--- src/hw/rtl/lru_block_cache_tags_core_macros.svh ---
// Assertion macros used by the cache tag store controller.
`ifndef LRU_BLOCK_CACHE_TAGS_CORE_MACROS_SVH
`define LRU_BLOCK_CACHE_TAGS_CORE_MACROS_SVH

// The consequent must hold in the same cycle as the antecedent.
`define LBCT_ASSERT_SAME(label, clk, rst_n, ante, cons) \
    label: assert property (@(posedge clk) disable iff (!rst_n) (ante) |-> (cons)) \
        else $error("lbct assertion failed");

// The consequent must hold in the cycle after the antecedent.
`define LBCT_ASSERT_NEXT(label, clk, rst_n, ante, cons) \
    label: assert property (@(posedge clk) disable iff (!rst_n) (ante) |=> (cons)) \
        else $error("lbct assertion failed");

`endif

--- src/hw/rtl/lbct_pkg.sv ---
package lbct_pkg;

    localparam int LINES       = 64;
    localparam int DRUM_BITS   = 4;
    localparam int BLOCK_BITS  = 8;
    localparam int HANDLE_BITS = 16;
    localparam int LINE_BITS   = $clog2(LINES);
    localparam int CNT_BITS    = $clog2(LINES + 1);
    localparam int CFG_BITS    = 7;

    localparam logic CMD_LOOKUP = 1'b0;
    localparam logic CMD_INSERT = 1'b1;

    typedef struct packed {
        logic                   cmd;
        logic [DRUM_BITS-1:0]   drum_id;
        logic [BLOCK_BITS-1:0]  block_id;
        logic [HANDLE_BITS-1:0] line_handle;
    } req_item_t;

    typedef struct packed {
        logic                   hit;
        logic [HANDLE_BITS-1:0] found_handle;
        logic [LINE_BITS-1:0]   slot;
        logic                   evicted;
        logic [HANDLE_BITS-1:0] evicted_handle;
    } rsp_item_t;

    // Commands from the controller to the datapath.
    typedef struct packed {
        logic load;    // capture the request beat
        logic look;    // search the tags and read the handle store
        logic commit;  // update the store and load the response register
        logic clear;   // configuration write: set the line count and empty the store
    } ctrl_cmd_t;

endpackage

--- src/hw/rtl/lru_block_cache_tags_core.sv ---
// Fully associative tag store with least recently used replacement.
// The request channel (req_valid, req_ready, req) carries one command per
// beat: a lookup of a drum and block key, or an insert of that key with a
// line handle. The response channel (rsp_valid, rsp_ready, rsp) returns
// exactly one beat per request, in order.
// Each request goes through a look step, which compares the key against all
// tag cells in parallel and reads the handle store, and then a commit step,
// which updates the recency ranks and loads the response register. The
// block does not take a new request while the previous one is in its look
// step. A new request is taken in the same cycle that the previous one
// commits, as long as the response register is empty or being drained.
// When the receiver stalls, one response waits in the output register and
// the next request finishes its search, then holds until that beat leaves.
// Reset empties the store at once (valid bits and ranks are flip-flops) and
// sets the number of lines in use to the full size. A write on cfg_we sets
// the number of lines in use and empties the store the same way; it is to
// be done only while no request is in flight.
module lru_block_cache_tags_core (
    input  logic                          clk,
    input  logic                          rst_n,
    input  logic                          req_valid,
    output logic                          req_ready,
    input  lbct_pkg::req_item_t           req,
    output logic                          rsp_valid,
    input  logic                          rsp_ready,
    output lbct_pkg::rsp_item_t           rsp,
    input  logic                          cfg_we,
    input  logic [lbct_pkg::CFG_BITS-1:0] cfg_data
);

    // Commands from the sequencer to the tag datapath.
    lbct_pkg::ctrl_cmd_t cmd;

    lbct_ctrl u_ctrl (
        .clk       (clk),
        .rst_n     (rst_n),
        .req_valid (req_valid),
        .req_ready (req_ready),
        .rsp_valid (rsp_valid),
        .rsp_ready (rsp_ready),
        .cfg_we    (cfg_we),
        .cmd       (cmd)
    );

    // The datapath holds the tag cells, valid bits, ranks and handle store.
    lbct_dp u_dp (
        .clk      (clk),
        .rst_n    (rst_n),
        .cmd      (cmd),
        .req      (req),
        .cfg_data (cfg_data),
        .rsp      (rsp)
    );

endmodule

--- src/hw/rtl/lbct_handle_ram.sv ---
module lbct_handle_ram #(
    parameter int DEPTH = 64,
    parameter int WIDTH = 16
) (
    input  logic                     clk,
    input  logic                     we,
    input  logic [$clog2(DEPTH)-1:0] waddr,
    input  logic [WIDTH-1:0]         wdata,
    input  logic                     re,
    input  logic [$clog2(DEPTH)-1:0] raddr,
    output logic [WIDTH-1:0]         rdata
);

    logic [WIDTH-1:0] mem [DEPTH];
    logic [WIDTH-1:0] rdata_reg;

    always_ff @(posedge clk)
    begin
        if (we)
        begin
            mem[waddr] <= wdata;
        end
        if (re)
        begin
            rdata_reg <= mem[raddr];
        end
    end

    assign rdata = rdata_reg;

endmodule

--- src/hw/rtl/lbct_ctrl.sv ---
`include "lru_block_cache_tags_core_macros.svh"

module lbct_ctrl (
    input  logic                clk,
    input  logic                rst_n,
    input  logic                req_valid,
    output logic                req_ready,
    output logic                rsp_valid,
    input  logic                rsp_ready,
    input  logic                cfg_we,
    output lbct_pkg::ctrl_cmd_t cmd
);

    localparam logic [1:0] S_IDLE = 2'd0;
    localparam logic [1:0] S_LOOK = 2'd1;
    localparam logic [1:0] S_UPD  = 2'd2;

    logic [1:0] state_reg, state_next;
    logic       rsp_valid_reg, rsp_valid_next;
    logic       can_commit;
    logic       load;

    // The response register is free when empty or being drained this cycle.
    assign can_commit = !rsp_valid_reg || rsp_ready;
    assign req_ready  = (state_reg == S_IDLE) || ((state_reg == S_UPD) && can_commit);
    assign load       = req_valid && req_ready;

    assign cmd.load   = load;
    assign cmd.look   = (state_reg == S_LOOK);
    assign cmd.commit = (state_reg == S_UPD) && can_commit;
    assign cmd.clear  = cfg_we;

    always_comb
    begin
        state_next = state_reg;
        case (state_reg)
            S_IDLE:
            begin
                if (load)
                begin
                    state_next = S_LOOK;
                end
            end
            S_LOOK:
            begin
                state_next = S_UPD;
            end
            S_UPD:
            begin
                if (can_commit)
                begin
                    state_next = load ? S_LOOK : S_IDLE;
                end
            end
            default:
            begin
                state_next = S_IDLE;
            end
        endcase
    end

    always_comb
    begin
        rsp_valid_next = rsp_valid_reg;
        if (cmd.commit)
        begin
            rsp_valid_next = 1'b1;
        end
        else if (rsp_ready)
        begin
            rsp_valid_next = 1'b0;
        end
    end

    always_ff @(posedge clk or negedge rst_n)
    begin
        if (!rst_n)
        begin
            state_reg     <= S_IDLE;
            rsp_valid_reg <= 1'b0;
        end
        else
        begin
            state_reg     <= state_next;
            rsp_valid_reg <= rsp_valid_next;
        end
    end

    assign rsp_valid = rsp_valid_reg;

    `LBCT_ASSERT_NEXT(a_load_to_look, clk, rst_n, load, state_reg == S_LOOK)
    `LBCT_ASSERT_NEXT(a_look_to_upd, clk, rst_n, state_reg == S_LOOK, state_reg == S_UPD)
    `LBCT_ASSERT_NEXT(a_commit_shows, clk, rst_n, cmd.commit, rsp_valid_reg)
    `LBCT_ASSERT_SAME(a_rise_after_commit, clk, rst_n, $rose(rsp_valid_reg), $past(cmd.commit))

endmodule

--- src/hw/rtl/lbct_dp.sv ---
module lbct_dp (
    input  logic                                 clk,
    input  logic                                 rst_n,
    input  lbct_pkg::ctrl_cmd_t                  cmd,
    input  lbct_pkg::req_item_t                  req,
    input  logic [lbct_pkg::CFG_BITS-1:0]        cfg_data,
    output lbct_pkg::rsp_item_t                  rsp
);

    localparam int LINES = lbct_pkg::LINES;
    localparam int LB    = lbct_pkg::LINE_BITS;
    localparam int CB    = lbct_pkg::CNT_BITS;

    function automatic logic [LB-1:0] first_set(input logic [LINES-1:0] v);
        logic [LB-1:0] idx;
        idx = '0;
        for (int i = LINES - 1; i >= 0; i--)
        begin
            if (v[i])
            begin
                idx = LB'(i);
            end
        end
        return idx;
    endfunction

    // Control state.
    logic [CB-1:0]    n_reg, n_next;
    logic [LINES-1:0] valid_reg;
    logic [LB-1:0]    rank_reg [LINES];

    // Tag cells and captured request.
    logic [lbct_pkg::DRUM_BITS-1:0]  tag_drum_reg  [LINES];
    logic [lbct_pkg::BLOCK_BITS-1:0] tag_block_reg [LINES];
    lbct_pkg::req_item_t             key_reg;

    // Search results held from the look cycle to the commit cycle.
    logic          hit_reg;
    logic          evict_reg;
    logic          touch_reg;
    logic          tgt_valid_reg;
    logic [LB-1:0] tgt_reg;
    logic [LB-1:0] old_rank_reg;
    lbct_pkg::rsp_item_t rsp_reg;

    logic [LINES-1:0] in_use, match, empty, lru;
    logic [CB-1:0]    n_m1;
    logic [LB-1:0]    hit_idx, empty_idx, lru_idx;
    logic [LB-1:0]    tgt_c, old_rank_c;
    logic             is_insert;
    logic             any_hit, any_empty;
    logic             hit_c, evict_c, touch_c, tgt_valid_c;
    logic [lbct_pkg::HANDLE_BITS-1:0] rdata;
    logic             ram_we;

    assign n_m1      = n_reg - CB'(1);
    assign is_insert = (key_reg.cmd == lbct_pkg::CMD_INSERT);

    always_comb
    begin
        for (int i = 0; i < LINES; i++)
        begin
            in_use[i] = (CB'(i) < n_reg);
            match[i]  = valid_reg[i] && in_use[i] &&
                        (tag_drum_reg[i] == key_reg.drum_id) &&
                        (tag_block_reg[i] == key_reg.block_id);
            empty[i]  = !valid_reg[i] && in_use[i];
            lru[i]    = valid_reg[i] && in_use[i] && (rank_reg[i] == n_m1[LB-1:0]);
        end
    end

    assign hit_idx   = first_set(match);
    assign empty_idx = first_set(empty);
    assign lru_idx   = first_set(lru);
    assign any_hit   = |match;
    assign any_empty = |empty;

    always_comb
    begin
        old_rank_c = '0;
        for (int i = 0; i < LINES; i++)
        begin
            if (LB'(i) == hit_idx)
            begin
                old_rank_c = rank_reg[i];
            end
        end
        hit_c       = 1'b0;
        evict_c     = 1'b0;
        touch_c     = 1'b0;
        tgt_valid_c = 1'b1;
        tgt_c       = hit_idx;
        if (is_insert)
        begin
            touch_c = 1'b1;
            if (any_empty)
            begin
                tgt_c       = empty_idx;
                tgt_valid_c = 1'b0;
            end
            else
            begin
                // A full store ranks its lines 0..n-1; the oldest has rank n-1.
                tgt_c      = lru_idx;
                evict_c    = 1'b1;
                old_rank_c = n_m1[LB-1:0];
            end
        end
        else if (any_hit)
        begin
            hit_c   = 1'b1;
            touch_c = 1'b1;
        end
    end

    always_comb
    begin
        n_next = CB'(cfg_data);
        if (cfg_data == '0)
        begin
            n_next = CB'(1);
        end
        else if (int'(cfg_data) > LINES)
        begin
            n_next = CB'(LINES);
        end
    end

    always_ff @(posedge clk or negedge rst_n)
    begin
        if (!rst_n)
        begin
            n_reg     <= CB'(LINES);
            valid_reg <= '0;
            for (int i = 0; i < LINES; i++)
            begin
                rank_reg[i] <= '0;
            end
        end
        else if (cmd.clear)
        begin
            n_reg     <= n_next;
            valid_reg <= '0;
            for (int i = 0; i < LINES; i++)
            begin
                rank_reg[i] <= '0;
            end
        end
        else if (cmd.commit && touch_reg)
        begin
            for (int i = 0; i < LINES; i++)
            begin
                if (LB'(i) == tgt_reg)
                begin
                    rank_reg[i] <= '0;
                end
                else if (valid_reg[i] && (!tgt_valid_reg || (rank_reg[i] < old_rank_reg)))
                begin
                    rank_reg[i] <= rank_reg[i] + LB'(1);
                end
            end
            if (is_insert)
            begin
                valid_reg[tgt_reg] <= 1'b1;
            end
        end
    end

    always_ff @(posedge clk)
    begin
        if (cmd.load)
        begin
            key_reg <= req;
        end
        if (cmd.look)
        begin
            hit_reg       <= hit_c;
            evict_reg     <= evict_c;
            touch_reg     <= touch_c;
            tgt_valid_reg <= tgt_valid_c;
            tgt_reg       <= tgt_c;
            old_rank_reg  <= old_rank_c;
        end
        if (cmd.commit)
        begin
            if (is_insert)
            begin
                tag_drum_reg[tgt_reg]  <= key_reg.drum_id;
                tag_block_reg[tgt_reg] <= key_reg.block_id;
            end
            rsp_reg.hit            <= hit_reg;
            rsp_reg.found_handle   <= hit_reg ? rdata : '0;
            rsp_reg.slot           <= (is_insert || hit_reg) ? tgt_reg : '0;
            rsp_reg.evicted        <= evict_reg;
            rsp_reg.evicted_handle <= evict_reg ? rdata : '0;
        end
    end

    assign ram_we = cmd.commit && is_insert;

    lbct_handle_ram #(
        .DEPTH(LINES),
        .WIDTH(lbct_pkg::HANDLE_BITS)
    ) u_handle_ram (
        .clk   (clk),
        .we    (ram_we),
        .waddr (tgt_reg),
        .wdata (key_reg.line_handle),
        .re    (cmd.look),
        .raddr (tgt_c),
        .rdata (rdata)
    );

    assign rsp = rsp_reg;

endmodule

--- config.mk ---
export PLATFORM = sky130hd
export DESIGN_NAME = lru_block_cache_tags_core
export DESIGN_NICKNAME = d
export VERILOG_FILES = /design/src/hw/rtl/lbct_pkg.sv /design/src/hw/rtl/lru_block_cache_tags_core.sv /design/src/hw/rtl/lbct_handle_ram.sv /design/src/hw/rtl/lbct_ctrl.sv /design/src/hw/rtl/lbct_dp.sv
export VERILOG_INCLUDE_DIRS = /design/src /design/src/hw/rtl
export SDC_FILE = /design/constraint.sdc
export NUM_CORES = 2
export LEC_CHECK = 0
export BUFFER_PORTS_ARGS = -buffer_cell sky130_fd_sc_hd__clkbuf_2
export CAP_MARGIN = 20
export CELL_PAD_IN_SITES_DETAIL_PLACEMENT = 0
export CELL_PAD_IN_SITES_GLOBAL_PLACEMENT = 2
export CORE_UTILIZATION = 40
export DETAILED_ROUTE_END_ITERATION = 12
export PLACE_DENSITY_LB_ADDON = 0.08
export SLEW_MARGIN = 15
export SYNTH_ARGS = -nofsm -noshare
export SYNTH_HDL_FRONTEND = slang
export SYNTH_SLANG_ARGS = --single-unit
--- constraint.sdc ---
create_clock -name clk -period 10.9 [get_ports clk]
set_input_delay 2.18 -clock clk [delete_from_list [all_inputs] [get_ports clk]]
set_output_delay 2.18 -clock clk [all_outputs]
set_load 0.03 [all_outputs]
Word level (Yosys, flattened, before mapping)
Memory sizes are Yosys's and may differ from the RTL's. A register that Yosys moved wholly into a read port is not among the register bits.
Cells that the tools add are included.
{ "totals": {"regBits": 543, "mem_bits_rw": 1792, "input_bits": 41, "mem_count": 3} }
{ "classes": {"n_addsub": 65, "order_cmp": 131, "n_eq_ne": 322, "n_mux": 410, "bitwise": 1, "n_reduce_logical": 661} }
{ "mem_list": {"columns": ["memory", "depth", "width", "rd", "rd_clocked_by_memory_dff", "write_ports", "line", "text"], "rows": [
  ["u_dp.u_handle_ram.mem", 64, 16, 1, 1, 1, "lbct_handle_ram.sv:14", "logic [WIDTH-1:0] mem [DEPTH];"],
  ["u_dp.tag_block_reg", 64, 8, 64, 0, 1, "lbct_dp.sv:34", "logic [lbct_pkg::BLOCK_BITS-1:0] tag_block_reg [LINES];"],
  ["u_dp.tag_drum_reg", 64, 4, 64, 0, 1, "lbct_dp.sv:33", "logic [lbct_pkg::DRUM_BITS-1:0] tag_drum_reg [LINES];"]
]} }
{ "ops": {"columns": ["op", "count"], "rows": [
  ["$mux 6", 388],
  ["$mux 384", 2],
  ["$eq 8x8->1", 64],
  ["$logic_and 1x1->1", 389],
  ["$add 6x1->6 const B", 64],
  ["$eq 6x6->1", 64],
  ["$eq 6x6->1 const A", 64],
  ["$lt 6x6->1", 64],
  ["$eq 4x4->1", 64],
  ["$lt 6x7->1 const A", 32],
  ["$eq 5x6->1 const A", 32],
  ["$mux 64", 3],
  ["$reduce_bool 3->1", 64],
  ["$reduce_and 2->1", 66],
  ["$reduce_or 64->1", 2],
  ["$lt 5x7->1 const A", 16],
  ["$eq 4x6->1 const A", 16],
  ["$logic_or 1x1->1", 67],
  ["$logic_not 1->1", 66],
  ["$or 64x64->64", 1],
  ["$lt 4x7->1 const A", 8],
  ["$eq 3x6->1 const A", 8],
  ["$lt 3x7->1 const A", 4],
  ["$eq 2x6->1 const A", 4],
  ["19 further kinds", 38]
]} }

Logic depth before layout (Yosys ltp)
{ "depth": {"ltp_word": 135, "mapped_depth": 32} }

Cells and area by module
Synthesis repeated with hierarchy kept, for this count alone.
{ "hier_totals": {"hier_cells": 9361, "area_unflattened_um2": 118810.2} }
{ "by_module_without_submodules": {"columns": ["mod", "instances", "cells_per_inst", "area_each_um2", "seq_area_each_um2"], "rows": [
  ["lbct_dp", 1, 7525, 78572.9, 37001.7],
  ["lbct_handle_ram", 1, 1818, 40068.4, 31230.0],
  ["lbct_ctrl", 1, 18, 168.9, 75.1]
]} }

Worst setup path before layout
OpenSTA, ideal clock, no wires.
{ "synth_path": {"path_kind": "reg2reg", "from": "reg u_dp.n_reg[0]", "to": "reg u_dp.u_handle_ram.rdata_reg[15] (netlist: u_dp.u_handle_ram.rdata[15]), read port of u_dp.u_handle_ram.mem, data pin", "setup_ns": 0.272, "arrival_ns": 5.738, "t_required_ns": 10.628, "setup_slack_ns": 4.890, "stages_incl_launch_ff": 32, "path_cell_list": "dfrtp_1 buf_4 buf_6 buf_4 buf_6 buf_6 buf_6 inv_1 ha_1 buf_4 buf_4 buf_4 buf_2 xnor2_1 nor2_1 nand4_1 o211ai_1 a21oi_1 a2111oi_0 nor3_1 or4b_1 o21a_1 nor2_4 inv_2 buf_6 buf_6 buf_2 nand2_1 nand3_1 o2111ai_1 o211ai_1 or4_1"} }
{ "synth_between": {"elab_chain_len": 69} }
{ "synth_lines": {"columns": ["item", "line", "text"], "rows": [
  ["start, declared", "lbct_dp.sv:28", "logic [CB-1:0] n_reg, n_next;"],
  ["start signal, assigned", "lbct_dp.sv:133", "n_reg <= CB'(LINES);"],
  ["start signal, assigned", "lbct_dp.sv:142", "n_reg <= n_next;"],
  ["$sub 6x1->6 or $lt 6x7->1 (tied branches)", "lbct_dp.sv:56, lbct_dp.sv:63", null],
  ["$eq 6x6->1 or $logic_and 1x1->1 (tied branches)", "lbct_dp.sv:68, lbct_dp.sv:64", null],
  ["$logic_and 1x1->1, on equally long branches", "lbct_dp.sv:68, lbct_dp.sv:64", null],
  ["$mux 6 or $logic_and 1x1->1 (tied branches)", "lbct_dp.sv:19, lbct_dp.sv:65", null],
  ["$mux 6 (63 in a row)", "lbct_dp.sv:19", "if (v[i])"],
  ["$mux 6, on equally long branches", "lbct_dp.sv:96, lbct_dp.sv:19", null],
  ["$mux 6 *", "lbct_dp.sv:93", "if (is_insert)"],
  ["end, declared", "lbct_handle_ram.sv:15", "logic [WIDTH-1:0] rdata_reg;"]
]} }
Every way passes the cells marked *; elsewhere a longest branch is shown, timed or not.
A chain may end at the register's enable or synchronous reset.

Worst setup path in the final report
{ "layout_path": {"from": "reg u_dp.n_reg[1]", "to": "reg u_dp.u_handle_ram.rdata_reg[0] (netlist: u_dp.u_handle_ram.rdata[0]), read port of u_dp.u_handle_ram.mem, data pin"} }
{ "layout_between": {"elab_chain_len": 69} }
{ "layout_lines": {"columns": ["item", "line", "text"], "rows": [
  ["$sub 6x1->6 or $lt 6x7->1 (tied branches)", "lbct_dp.sv:56, lbct_dp.sv:63", null],
  ["$eq 6x6->1 or $logic_and 1x1->1 (tied branches)", "lbct_dp.sv:68, lbct_dp.sv:64", null],
  ["$logic_and 1x1->1, on equally long branches", "lbct_dp.sv:68, lbct_dp.sv:64", null],
  ["$mux 6 or $logic_and 1x1->1 (tied branches)", "lbct_dp.sv:19, lbct_dp.sv:65", null],
  ["$mux 6 (63 in a row)", "lbct_dp.sv:19", null],
  ["$mux 6, on equally long branches", "lbct_dp.sv:96, lbct_dp.sv:19", null],
  ["$mux 6 *", "lbct_dp.sv:93", null],
  ["via u_dp.tgt_c[2]", "lbct_dp.sv:49", "logic [LB-1:0] tgt_c, old_rank_c;"]
]} }
Mark *: on every way through the listed nets, which the timed path passes. The rest lies on a longest branch.

==> metrics.yaml <==
status: "finished clean"
multiInputGateArea_um2: 51900
netlist_instances: 10400
clk_pin_slew_ns: 0.06
pwr_density_cell_nw_per_um2: 162
fp.dieH_um: 555
p_leak_uw: 0.0495
avgSynthCellArea_um2: 11.8
drt-total-wl_um: 520000
syn-num-nets: 10800
worstMarginPinSlew_ns: 1.28
grt_usage_pct: 33.1
synth-seq-area-share_pct: 55.8
hp-start: "u_ctrl.rsp_valid$_DFFE_PN0P_"
path_class: "flop to flop"
die_w_um: 555
ant_nets: 0
setup_violations: 0
final_common_cell: "edfxtp_1"
num_vias: 92000
worstSetupStartpointType: "flop"
dr.first_iter.drc_count: 10900
firstDrtPassIters: 6
crit_family: "simple AND/OR/NAND/NOR gates"
core_um2: 304000
hold_path.class: "flop to flop"
ios: 83
rows: 202
r2r_start: "u_dp.n_reg[1]$_DFFE_PN0P_"
period_share_pct: 87.2
clockRootBuffer: "clkbuf_16"
gp_congestion: 1.00
rsz0062_at_grt: "false"
path_cells: "inv_1 -> ha_4 -> nor3b_4 -> buf_4 -> buf_4 -> a21oi_1 -> nor4_1 -> a221oi_1 -> o21ai_0 -> nor2_1 -> a221oi_1 -> nand4b_1 -> a31o_2 -> buf_4 -> inv_2 -> a21oi_1 -> buf_4 -> and2_1 -> buf_4 -> a221o_1 -> or4_1 -> nor3_2"
clock_sinks: 2351
slew_headroom_pct: 12.4
vias_per_cell: 6.14
portBuffers: 82
pre_cts_ws_ns: 1.77
fillCellCount: 27800
nets: 11100
setup_tns_ns: 0
cts_max_level: 5
slowest_stage: "nor4_1"
cts_tree: "built"
fin_ws_ns: 1.39
synth_flop_cell: "edfxtp_1"
clk_latency_ns: 0.91
numCtsBuffers: 276
start_util_pct: 40.3
largest_reg_flops: 1024
layout_common_cells: "1,893 x edfxtp_1, 940 x nand2_1, 692 x xnor2_1"
cap_violations: 0
place_hpwl_um: 362000
synth_edf_count: 1893
r2r_setup_slack_ns: 1.39
syn_area_um2: 122000
placed_cells: 14500
ctsLongestPathBuffers: 4
path_buf_inv: 7
clock_skew_ns: 0.0604
yosysWarnings: 0
wire_per_inst_um: 34.8
drv_slew: 0
ys_types: 123
finalNonFillerCells: 15000
drc: 0
ir_worst_vdd_uv: 130
critPathCaptureType: "flop"
rr_endpoint: "u_dp.u_handle_ram.rdata[0]$_DFFE_PN_"
seq_area_um2: 68300
crit_top_cell: "buf_4"
first_global_vias: 87700
cts_setup_buffers: 0
ctsResizeCount: 0
hold_buffers: 0
drive_gt1_share_pct: 10.5
die-area_um2: 308000
hold_viol: 0
post-route-min-period_ns: 9.51
antenna_found_initial: 52
grt_pass1_wl_um: 718000
async_flop_share_pct: 19.5
crit_required_ns: 11.63
ys_ff_latch: 2351
synthToLayoutAreaGrowth_pct: 13.6
worstHoldEndpoint: "u_ctrl.rsp_valid$_DFFE_PN0P_"
grt_max_degree: 153
overflow: 0
holdPathStages: 2
max_stage_delay_ns: 0.89
arrival_ns: 10.24
clock.fmax_ghz: 0.105
worstRegToRegCells: 22
worstPathMaxFanout: 31
[worst max-delay path by stage]
stage                                    from                               endpoint  slack [ns]  cells after the start
floorplan           u_dp.n_reg[0]$_DFFE_PN0P_  u_dp.u_handle_ram.rdata[15]$_DFFE_PN_        4.89                     31
CTS                 u_dp.n_reg[1]$_DFFE_PN0P_   u_dp.u_handle_ram.rdata[1]$_DFFE_PN_        1.78                     19
finish              u_dp.n_reg[1]$_DFFE_PN0P_   u_dp.u_handle_ram.rdata[0]$_DFFE_PN_        1.39                     22
detailed placement  u_dp.n_reg[1]$_DFFE_PN0P_   u_dp.u_handle_ram.rdata[1]$_DFFE_PN_        1.77                     19
global placement    u_dp.n_reg[5]$_DFFE_PN0P_   u_dp.u_handle_ram.rdata[0]$_DFFE_PN_        1.04                     17
global route        u_dp.n_reg[1]$_DFFE_PN0P_   u_dp.u_handle_ram.rdata[1]$_DFFE_PN_        1.34                     19
[area by class of cell]
class	count	share of cell area [%]
Antenna cell	18	0.0324
Inverter	183	0.509
Timing Repair Buffer	502	2.93
Clock buffer	352	5.29
Tap cell	4080	3.67
Sequential cell	2351	49.1
Multi-Input combinational cell	7351	37.3
Clock inverter	137	1.17
[routing by layer]
layer	wire [µm]	vias to the layer above	global-route usage, %
met5	344	-	0
met4	28100	40	15.2
met3	41800	1025	6.13
met2	228000	4316	50.5
met1	222000	47100	45.6
li1	-	39500	-
[worst reg2reg max path: stages (launching register included)]
cell and delay, ns:
dfrtp_2 0.64, inv_1 0.31, ha_4 0.76, nor3b_4 0.47, buf_4 0.52, buf_4 0.53
a21oi_1 0.14, nor4_1 0.89, a221oi_1 0.37, o21ai_0 0.73, nor2_1 0.11, a221oi_1 0.52
nand4b_1 0.34, a31o_2 0.41, buf_4 0.29, inv_2 0.29, a21oi_1 0.07, buf_4 0.24
and2_1 0.16, buf_4 0.22, a221o_1 0.35, or4_1 0.74, nor3_2 0.26
[logic make-up after synthesis]
logic type | after synthesis | synth area share (%)
and+or+nand+nor | 3366 | 13.9
DFF | 2351 | 55.8
AOI/OAI and AO/OA | 1888 | 10.1
xor gates and xnor gates | 1294 | 10.2
buffers and inverters | 676 | 2.66
muxes | 416 | 3.42
adders and majority gates | 387 | 3.95
[cell usage after synthesis, drive strengths merged (54+ instances only)]
master / count / area share [%]
and2: 66 / 0.34
buf: 301 / 1.5
or4: 55 / 0.34
xnor2: 695 / 5.0
clkbuf: 192 / 0.59
a32oi: 56 / 0.40
nor2b: 91 / 0.46
ha: 385 / 3.9
nand2b: 170 / 0.87
nand3: 327 / 1.3
nor4: 232 / 1.2
o21ai: 428 / 1.8
and3: 54 / 0.28
xor2: 516 / 3.7
o211ai: 63 / 0.39
a21o: 88 / 0.54
nor3: 119 / 0.53
a21oi: 548 / 2.2
xnor3: 73 / 1.3
edfxtp: 1893 / 46
nand4: 408 / 2.1
nand2: 948 / 2.9
or3: 80 / 0.42
mux2i: 393 / 3.2
a211oi: 66 / 0.42
inv: 180 / 0.55
dfrtp: 457 / 9.3
nor2: 682 / 2.1
[through the flow]
step	total power [µW]	area [µm²]	hold slack [ns]	utilization (%)
after floorplan	12100	122000	0.487	-
after global placement	13200	130000	0.513	42.7
after detailed placement	13300	130000	0.517	42.8
after CTS	22600	139000	0.545	45.8
after global routing	23200	139000	0.581	45.8
final	22500	139000	0.536	45.8
[power by group]
part | internal, µW | switching [µW] | total (µW)
Sequential | 9900 | 379 | 10300
Clock | 5440 | 3940 | 9380
Combinational | 988 | 1890 | 2870
Total | 16300 | 6200 | 22500
Power figures use the tool's default switching activity.
